--- config.mk ---
export PLATFORM = sky130hd
export DESIGN_NAME = id3v2_frame_walker_unit
export DESIGN_NICKNAME = d
export VERILOG_FILES = /design/src/sv/id3fw_pkg.sv /design/src/sv/id3fw_parser.sv /design/src/sv/id3fw_out_reg.sv /design/src/sv/id3fw_tb_free_top_placeholder.sv /design/src/sv/id3v2_frame_walker_unit.sv
export SDC_FILE = /design/constraint.sdc
export NUM_CORES = 1
export LEC_CHECK = 0
export BUFFER_PORTS_ARGS = -buffer_cell sky130_fd_sc_hd__buf_2
export CAP_MARGIN = 20
export CORE_MARGIN = 3
export CORE_UTILIZATION = 40
export DETAILED_ROUTE_END_ITERATION = 8
export PLACE_DENSITY_LB_ADDON = 0.25
export SETUP_SLACK_MARGIN = 0.2
export SYNTH_ARGS = -nofsm -noshare
export SYNTH_HDL_FRONTEND = slang
export SYNTH_SLANG_ARGS = --single-unit
--- constraint.sdc ---
create_clock -name i_clk -period 10.9 [get_ports i_clk]
set_input_delay 1.09 -clock i_clk [delete_from_list [all_inputs] [get_ports i_clk]]
set_output_delay 1.09 -clock i_clk [all_outputs]
set_load 0.05 [all_outputs]
--- src/sv/id3fw_pkg.sv ---
`default_nettype none

package id3fw_pkg;

    localparam logic [2:0] KIND_TAG_HDR   = 3'd0;
    localparam logic [2:0] KIND_FRAME_HDR = 3'd1;
    localparam logic [2:0] KIND_CHAP_TIME = 3'd2;
    localparam logic [2:0] KIND_BAD_MAGIC = 3'd3;
    localparam logic [2:0] KIND_UNSYNC    = 3'd4;

    localparam logic [31:0] CHAP_DEFAULT  = 32'h4348_4150;
    localparam logic [31:0] TAG_HDR_LEN   = 32'd10;
    localparam logic [31:0] FRAME_HDR_LEN = 32'd10;
    localparam logic [31:0] EXT_HDR_LEN   = 32'd10;

    localparam logic [7:0] MAGIC_0 = 8'h49;
    localparam logic [7:0] MAGIC_1 = 8'h44;
    localparam logic [7:0] MAGIC_2 = 8'h33;

    localparam int UNSYNC_BIT = 7;
    localparam int EXTHDR_BIT = 6;

    localparam logic [7:0] VERSION_4 = 8'd4;

    typedef struct packed {
        logic [7:0]  major_version;
        logic [31:0] frame_offset;
        logic [31:0] value;
        logic [31:0] frame_tag;
    } t_result;

    function automatic logic [7:0] magic_byte(input logic [1:0] idx);
        logic [7:0] m;
        unique case (idx)
            2'd0:    m = MAGIC_0;
            2'd1:    m = MAGIC_1;
            default: m = MAGIC_2;
        endcase
        return m;
    endfunction

endpackage

`default_nettype wire

--- src/sv/id3fw_parser.sv ---
`default_nettype none

module id3fw_parser
    import id3fw_pkg::*;
(
    input  wire logic          i_clk,
    input  wire logic          i_rst_n,
    input  wire logic          i_step,
    input  wire logic [7:0]    i_byte,
    input  wire logic          i_restart,
    input  wire logic [31:0]   i_chap_id,
    output logic               o_res_valid,
    output logic [2:0]         o_res_kind,
    output t_result            o_res
);

    typedef enum logic [2:0] {
        PH_HEADER,
        PH_FRAME,
        PH_CHAP_ELEM,
        PH_CHAP_TIME,
        PH_SKIP,
        PH_DONE
    } t_phase;

    t_phase      r_phase,    n_phase;
    logic [3:0]  r_cnt,      n_cnt;
    logic [31:0] r_pos,      n_pos;
    logic [31:0] r_tag_end,  n_tag_end;
    logic [7:0]  r_ver,      n_ver;
    logic [31:0] r_id,       n_id;
    logic [31:0] r_acc,      n_acc;
    logic [31:0] r_begin,    n_begin;
    logic [31:0] r_skip,     n_skip;

    t_phase      c_phase;
    logic [3:0]  c_cnt;
    logic [31:0] c_pos, c_tag_end, c_id, c_acc, c_begin, c_skip;
    logic [7:0]  c_ver;
    logic        mismatch;
    logic [31:0] acc7, acc8, frame_sz;

    always_comb begin
        c_phase   = i_restart ? PH_HEADER : r_phase;
        c_cnt     = i_restart ? 4'd0  : r_cnt;
        c_pos     = i_restart ? 32'd0 : r_pos;
        c_tag_end = i_restart ? 32'd0 : r_tag_end;
        c_ver     = i_restart ? 8'd0  : r_ver;
        c_id      = i_restart ? 32'd0 : r_id;
        c_acc     = i_restart ? 32'd0 : r_acc;
        c_begin   = i_restart ? 32'd0 : r_begin;
        c_skip    = i_restart ? 32'd0 : r_skip;

        if (c_phase == PH_SKIP && c_pos >= c_skip) begin
            c_phase = PH_FRAME;
            c_cnt   = 4'd0;
        end

        n_phase   = c_phase;
        n_cnt     = c_cnt;
        n_pos     = c_pos + 32'd1;
        n_tag_end = c_tag_end;
        n_ver     = c_ver;
        n_id      = c_id;
        n_acc     = c_acc;
        n_begin   = c_begin;
        n_skip    = c_skip;

        mismatch  = (i_byte != magic_byte(c_cnt[1:0]));
        acc7      = {c_acc[24:0], 7'd0} + {24'd0, i_byte};
        acc8      = {c_acc[23:0], i_byte};
        frame_sz  = (c_ver == VERSION_4) ? acc7 : acc8;

        o_res_valid         = 1'b0;
        o_res_kind          = KIND_TAG_HDR;
        o_res.major_version = c_ver;
        o_res.frame_offset  = 32'd0;
        o_res.value         = 32'd0;
        o_res.frame_tag     = 32'd0;

        unique case (c_phase)
            PH_HEADER: begin
                if (c_cnt < 4'd3) begin
                    if (c_cnt == 4'd2 && (mismatch || c_acc != 32'd0)) begin
                        o_res_valid = 1'b1;
                        o_res_kind  = KIND_BAD_MAGIC;
                        n_phase     = PH_DONE;
                        n_acc       = 32'd1;
                    end else begin
                        if (mismatch) n_acc = 32'd1;
                        n_cnt = c_cnt + 4'd1;
                    end
                end else if (c_cnt == 4'd3) begin
                    n_ver = i_byte;
                    n_cnt = c_cnt + 4'd1;
                end else if (c_cnt == 4'd4) begin
                    n_cnt = c_cnt + 4'd1;
                end else if (c_cnt == 4'd5) begin
                    if (i_byte[UNSYNC_BIT]) begin
                        o_res_valid = 1'b1;
                        o_res_kind  = KIND_UNSYNC;
                        n_phase     = PH_DONE;
                    end else begin
                        n_skip = {31'd0, i_byte[EXTHDR_BIT]};
                        n_acc  = 32'd0;
                        n_cnt  = c_cnt + 4'd1;
                    end
                end else begin
                    n_acc = acc7;
                    if (c_cnt == 4'd9) begin
                        o_res_valid = 1'b1;
                        o_res_kind  = KIND_TAG_HDR;
                        o_res.value = acc7;
                        n_tag_end   = TAG_HDR_LEN + acc7;
                        if (c_skip != 32'd0) begin
                            n_skip  = TAG_HDR_LEN + EXT_HDR_LEN;
                            n_phase = PH_SKIP;
                        end else begin
                            n_phase = PH_FRAME;
                        end
                        n_cnt = 4'd0;
                    end else begin
                        n_cnt = c_cnt + 4'd1;
                    end
                end
            end
            PH_FRAME: begin
                if (c_cnt == 4'd0) begin
                    if (c_pos >= c_tag_end || i_byte == 8'd0) begin
                        n_phase = PH_DONE;
                    end else begin
                        n_begin = c_pos;
                        n_id    = {24'd0, i_byte};
                        n_cnt   = 4'd1;
                    end
                end else if (c_cnt < 4'd4) begin
                    n_id = {c_id[23:0], i_byte};
                    if (c_cnt == 4'd3) n_acc = 32'd0;
                    n_cnt = c_cnt + 4'd1;
                end else if (c_cnt < 4'd8) begin
                    n_acc = frame_sz;
                    n_cnt = c_cnt + 4'd1;
                end else if (c_cnt == 4'd8) begin
                    n_cnt = c_cnt + 4'd1;
                end else begin
                    o_res_valid        = 1'b1;
                    o_res_kind         = KIND_FRAME_HDR;
                    o_res.frame_tag    = c_id;
                    o_res.value        = c_acc;
                    o_res.frame_offset = c_begin;
                    n_skip  = c_begin + FRAME_HDR_LEN + c_acc;
                    n_phase = (c_id == i_chap_id) ? PH_CHAP_ELEM : PH_SKIP;
                    n_cnt   = 4'd0;
                end
            end
            PH_CHAP_ELEM: begin
                if (i_byte == 8'd0) begin
                    n_phase = PH_CHAP_TIME;
                    n_cnt   = 4'd0;
                    n_acc   = 32'd0;
                end
            end
            PH_CHAP_TIME: begin
                n_acc = acc8;
                if (c_cnt >= 4'd3) begin
                    o_res_valid        = 1'b1;
                    o_res_kind         = KIND_CHAP_TIME;
                    o_res.frame_tag    = c_id;
                    o_res.value        = acc8;
                    o_res.frame_offset = c_begin;
                    n_phase = PH_SKIP;
                    n_cnt   = 4'd0;
                end else begin
                    n_cnt = c_cnt + 4'd1;
                end
            end
            default: begin
            end
        endcase
    end

    always_ff @(posedge i_clk) begin
        if (!i_rst_n) begin
            r_phase   <= PH_HEADER;
            r_cnt     <= 4'd0;
            r_pos     <= 32'd0;
            r_tag_end <= 32'd0;
            r_ver     <= 8'd0;
            r_id      <= 32'd0;
            r_acc     <= 32'd0;
            r_begin   <= 32'd0;
            r_skip    <= 32'd0;
        end else if (i_step) begin
            r_phase   <= n_phase;
            r_cnt     <= n_cnt;
            r_pos     <= n_pos;
            r_tag_end <= n_tag_end;
            r_ver     <= n_ver;
            r_id      <= n_id;
            r_acc     <= n_acc;
            r_begin   <= n_begin;
            r_skip    <= n_skip;
        end
    end

endmodule

`default_nettype wire

--- src/sv/id3fw_out_reg.sv ---
`default_nettype none

module id3fw_out_reg
    import id3fw_pkg::*;
(
    input  wire logic       i_clk,
    input  wire logic       i_rst_n,
    input  wire logic       i_load,
    input  wire logic [2:0] i_kind,
    input  wire t_result    i_res,
    input  wire logic       i_ready,
    output logic            o_free,
    output logic            o_valid,
    output logic [2:0]      o_kind,
    output t_result         o_res
);

    logic       r_valid;
    logic [2:0] r_kind;
    t_result    r_res;

    assign o_free  = !r_valid || i_ready;
    assign o_valid = r_valid;
    assign o_kind  = r_kind;
    assign o_res   = r_res;

    always_ff @(posedge i_clk) begin
        if (!i_rst_n) begin
            r_valid <= 1'b0;
        end else if (o_free) begin
            r_valid <= i_load;
        end
    end

    always_ff @(posedge i_clk) begin
        if (o_free && i_load) begin
            r_kind <= i_kind;
            r_res  <= i_res;
        end
    end

endmodule

`default_nettype wire

--- src/sv/id3fw_tb_free_top_placeholder.sv ---
`default_nettype none

module id3fw_in_reg (
    input  wire logic       i_clk,
    input  wire logic       i_rst_n,
    input  wire logic       i_valid,
    input  wire logic [7:0] i_byte,
    input  wire logic       i_restart,
    input  wire logic       i_take,
    output logic            o_ready,
    output logic            o_valid,
    output logic [7:0]      o_byte,
    output logic            o_restart
);

    logic       r_valid;
    logic [7:0] r_byte;
    logic       r_restart;

    assign o_ready   = !r_valid || i_take;
    assign o_valid   = r_valid;
    assign o_byte    = r_byte;
    assign o_restart = r_restart;

    always_ff @(posedge i_clk) begin
        if (!i_rst_n) begin
            r_valid <= 1'b0;
        end else if (o_ready) begin
            r_valid <= i_valid;
        end
    end

    always_ff @(posedge i_clk) begin
        if (o_ready && i_valid) begin
            r_byte    <= i_byte;
            r_restart <= i_restart;
        end
    end

endmodule

`default_nettype wire

--- src/sv/id3v2_frame_walker_unit.sv ---
// Channel   Dir  Beat contents (low bit first)
// s_axis    in   tdata: data_byte[7:0]; tuser: restart[0]
// m_axis    out  tdata: frame_tag, value, frame_offset, major_version; tuser: kind
// cfg       in   chapter_frame_id, written when i_cfg_we is high
//
// One byte per cycle sustained while m_axis is ready; a byte's result enters the result register
// when the parser steps on that byte from the input register.
// Reset clears the parser and sets chapter_frame_id to "CHAP".
// A stalled result holds the parser; one further byte waits in the input register.
`default_nettype none

module id3v2_frame_walker_unit
    import id3fw_pkg::*;
(
    input  wire logic          i_clk,
    input  wire logic          i_rst_n,
    input  wire logic          i_cfg_we,
    input  wire logic [31:0]   i_cfg_wdata,
    input  wire logic          i_s_tvalid,
    output logic               o_s_tready,
    input  wire logic [7:0]    i_s_tdata,   // data_byte
    input  wire logic [0:0]    i_s_tuser,   // restart
    output logic               o_m_tvalid,
    input  wire logic          i_m_tready,
    output logic [103:0]       o_m_tdata,   // frame_tag, value, frame_offset, major_version
    output logic [2:0]         o_m_tuser    // kind
);

    logic [31:0] r_chap_id;
    logic        out_free, in_valid, in_restart, res_valid;
    logic [7:0]  in_byte;
    logic [2:0]  res_kind;
    t_result     res, out_res;

    always_ff @(posedge i_clk) begin
        if (!i_rst_n) begin
            r_chap_id <= CHAP_DEFAULT;
        end else if (i_cfg_we) begin
            r_chap_id <= i_cfg_wdata;
        end
    end

    id3fw_in_reg u_in (
        .i_clk     (i_clk),
        .i_rst_n   (i_rst_n),
        .i_valid   (i_s_tvalid),
        .i_byte    (i_s_tdata),
        .i_restart (i_s_tuser[0]),
        .i_take    (out_free),
        .o_ready   (o_s_tready),
        .o_valid   (in_valid),
        .o_byte    (in_byte),
        .o_restart (in_restart)
    );

    id3fw_parser u_parser (
        .i_clk       (i_clk),
        .i_rst_n     (i_rst_n),
        .i_step      (in_valid && out_free),
        .i_byte      (in_byte),
        .i_restart   (in_restart),
        .i_chap_id   (r_chap_id),
        .o_res_valid (res_valid),
        .o_res_kind  (res_kind),
        .o_res       (res)
    );

    id3fw_out_reg u_out (
        .i_clk   (i_clk),
        .i_rst_n (i_rst_n),
        .i_load  (in_valid && res_valid),
        .i_kind  (res_kind),
        .i_res   (res),
        .i_ready (i_m_tready),
        .o_free  (out_free),
        .o_valid (o_m_tvalid),
        .o_kind  (o_m_tuser),
        .o_res   (out_res)
    );

    assign o_m_tdata = {out_res.major_version, out_res.frame_offset,
                        out_res.value, out_res.frame_tag};

    a_kind_range: assert property (@(posedge i_clk) disable iff (!i_rst_n)
        o_m_tvalid |-> (o_m_tuser <= KIND_UNSYNC))
        else $error("result kind out of range");

    a_in_hold: assert property (@(posedge i_clk) disable iff (!i_rst_n)
        (in_valid && !out_free) |=> in_valid)
        else $error("pending byte dropped during stall");

    a_err_zero: assert property (@(posedge i_clk) disable iff (!i_rst_n)
        (o_m_tvalid && (o_m_tuser == KIND_BAD_MAGIC || o_m_tuser == KIND_UNSYNC))
        |-> (o_m_tdata[95:0] == 96'd0))
        else $error("error result carries nonzero fields");

    a_stall_hold: assert property (@(posedge i_clk) disable iff (!i_rst_n)
        (o_m_tvalid && !i_m_tready) |=> (o_m_tvalid && $stable(o_m_tdata)))
        else $error("stalled result changed");

endmodule

`default_nettype wire
==> impl_metrics.ini <==
[outcome]
status = finished, final reports clean

[clocking]
cts_made_buffers = 40
cts_max_level = 2
path_clk_slew_ns = 0.06
clock_sinks = 357
clk_latency_ns = 0.58
cts_tree = yes
cts_root_buf = clkbuf_16
post_cts_buffers = 0
cts.repair.resized = 0
hold_buffers = 0
cts.path.max_buffers = 3

[synthesis]
ys.flop_type = dfxtp_1
syn_nets = 2470
yosys.area.top_type_share_pct = 23.6
synth_seq_cells = 357
synth.area.top_cells = dfxtp_1 (24%), edfxtp_1 (17%), ha_1 (8.2%), nand2_1 (5.5%), nor2b_1 (4.4%)
synth_commonest_cells = nand2_1 (301), dfxtp_1 (241), nor2_1 (198), nor2b_1 (142), ha_1 (133)
syn_avg_cell_area_um2 = 8.92
syn_inst = 2290
synth_top_area_cell = dfxtp_1
synthArstFlopShare_pct = 0
synth.distinct_cells = 103
yosysSeqAreaShare_pct = 40.7
synth_edf_count = 116
yosysWarnings = 0
synth_area_um2 = 20400
synth.most_common_cell = nand2_1

[global_routing]
grt_max_degree = 86
first_global_vias = 17300
grt_use_total_pct = 25.8
antenna_found_initial = 4
grt_overflow_total = 0
grt_pass1_wl_um = 107000

[floorplan]
io_pins = 155
rows = 82
dieArea_um2 = 53800
core_um2 = 50300
fp.dieW_um = 232
initial_core_util_pct = 40.6
dieHeight_um = 232

[sta]
relSlewSlack_pct = 31.4
worst_slew_pin_slew_ns = 1.03
min_period_ns = 7.66
slew_viol_final = 0
rsz0062_at_grt = false
finalCritPeriodShare_pct = 70.3
setup_viol = 0
clock_skew_ns = 0.0207
max_clock_freq_mhz = 130
hold_violations = 0
tns_ns = 0

[placement]
dpl.hpwl_um = 51800
port_buffers = 154
globalplace.congestion = 0.981

[route]
vias = 18200
drt_iter0_drc = 1677
drcViolationCount = 0
drtPass1Iterations = 5
wl_per_cell_um = 22.9
drtAntennaViolNets = 0
routed_via_density = 5.87
wirelength_um = 71000

[final_layout]
drive_above_1_share_pct = 12.5
synthToLayoutAreaGrowth_pct = 13.8
final_nets = 2574
seq_area_um2 = 8310
multiInputGateArea_um2 = 11400
fillers = 4970
insertedDiodeCount = 0

[power_and_ir_drop]
leakagePower_nw = 9.12
power_mw = 2.99
ir_drop_mv = 0.0916
power_density_nw_per_um2 = 129

[critical_path]
critical_path.max_fanout = 43
worstPathRequired_ns = 11.10
critPathArrivalTime_ns = 7.86
endpoint_kind = flop
crit_path_start_kind = flop
critPathKind = reg -> reg

[run]
maxCapViolCount = 0

[min_path]
hold_path_class = reg -> reg
==> worst paths after layout <==
kind / cells past startpoint / slack [ns] / to / startpoint
hold / removal: 2 / 0.46 / u_parser.r_tag_end[0]$_SDFFE_PN0P_ / u_parser.r_tag_end[0]$_SDFFE_PN0P_
hold reg to reg: 2 / 0.46 / u_parser.r_tag_end[0]$_SDFFE_PN0P_ / u_parser.r_tag_end[0]$_SDFFE_PN0P_
setup / recovery: 23 / 3.24 / u_out.o_res[95]$_DFFE_PP_ / u_in.o_restart$_DFFE_PP_
setup reg to reg: 23 / 3.24 / u_out.o_res[95]$_DFFE_PP_ / u_in.o_restart$_DFFE_PP_
==> layout make-up <==
cell class,instances,area share [%]
clock buffer,51,4.71
timing repair buffer,186,4.63
sequential,357,35.8
clock inverter,23,1.15
multi-input combinational,1750,49.2
inverter,59,0.964
tap,672,3.62
==> logic make-up (layout without fill, tap and decap cells) <==
family	count (synthesis)	count (layout)	synth area share [%]
AO/OA/AOI/OAI	546	546	17.9
flip-flops	357	357	40.7
buffers and inverters	183	319	3.57
adder cells (fa/ha/maj)	134	134	8.25
XOR/XNOR	120	120	5.15
AND/OR/NAND/NOR	913	913	22.6
multiplexers	37	37	1.82
==> critical path, stage by stage, from the launching register on <==
cell	delay (ns)
edfxtp_1	0.63
inv_2	0.71
nand2_1	0.12
ha_1	0.36
nand4_1	0.23
nor4_4	0.54
nor4b_4	0.34
a31oi_4	0.11
a21boi_2	0.54
nor2_1	0.19
nand2_1	0.26
inv_1	0.14
ha_1	0.23
and3b_1	0.16
a21oi_1	0.11
nor3_1	0.08
and3_1	0.23
o21ai_0	0.09
o211ai_1	0.11
a211o_1	0.39
a21bo_1	0.24
a21boi_0	0.19
nor2_4	0.62
buf_4	0.58
==> layer usage <==
metal  global-route usage (%)  wire length, um
met4                     8.64             2330
met1                     36.0            32100
met2                     39.5            30900
met5                        0               45
met3                     5.73             5640
==> layout by cell type (no fill, tap or decap), drive strengths merged, types with 5 or more instances in the layout <==
cell type,Yosys,final
nand2,302,302
dfxtp,241,241
nor2,199,199
buf,38,186
nor2b,142,142
ha,133,133
o21ai,131,131
edfxtp,116,116
a21oi,116,116
xnor2,73,73
nand3,66,66
inv,59,63
clkbuf,86,51
xor2,47,47
a22oi,45,45
a22o,43,43
a31oi,39,39
nor3,37,37
mux2i,36,36
o22ai,30,30
nor4,28,28
nand4,26,26
a21o,25,25
and3,23,23
o221ai,22,22
and2,15,15
nand2b,13,13
clkinv,0,13
nor4bb,12,12
o32ai,12,12
o21a,10,10
a211oi,10,10
or3,10,10
o211ai,8,8
nand3b,8,8
or4,7,7
and4,6,6
a211o,5,5
a21boi,5,5
==> report_power, final <==
part           internal [mW]  leakage (nW)  total [mW]  switching [mW]
combinational         0.0513          5.31       0.178           0.127
sequential              1.38          3.15        1.41          0.0255
clock                  0.817         0.665        1.41           0.593
total                   2.25          9.12        2.99           0.745
==> sequential cells by signal, summed over array words and instances, names as in the netlist, 3 cells and up <==
name,cells
u_out.o_res,104
r_chap_id,32
u_parser.r_acc,32
u_parser.r_begin,32
u_parser.r_id,32
u_parser.r_pos,32
u_parser.r_skip,32
u_parser.r_tag_end,32
u_in.o_byte,8
u_parser.r_ver,8
u_parser.r_cnt,4
u_out.o_kind,3
u_parser.r_phase,3
==> stage by stage <==
step / hold slack, ns / setup WS, ns / util (%) / std cells / cell area [um2]
after detailed placement: 0.459 / 3.28 / 43.4 / 3022 / 21800
after CTS: 0.467 / 3.22 / 46.1 / 3096 / 23200
after global placement: 0.456 / 3.44 / 43.4 / 3021 / 21800
after floorplan: 0.425 / 1.89 / - / 2290 / 20400
after global routing: 0.488 / 2.69 / 46.2 / 3098 / 23200
final: 0.465 / 3.24 / 46.2 / 3098 / 23200
Power figures use the tool's default switching activity.
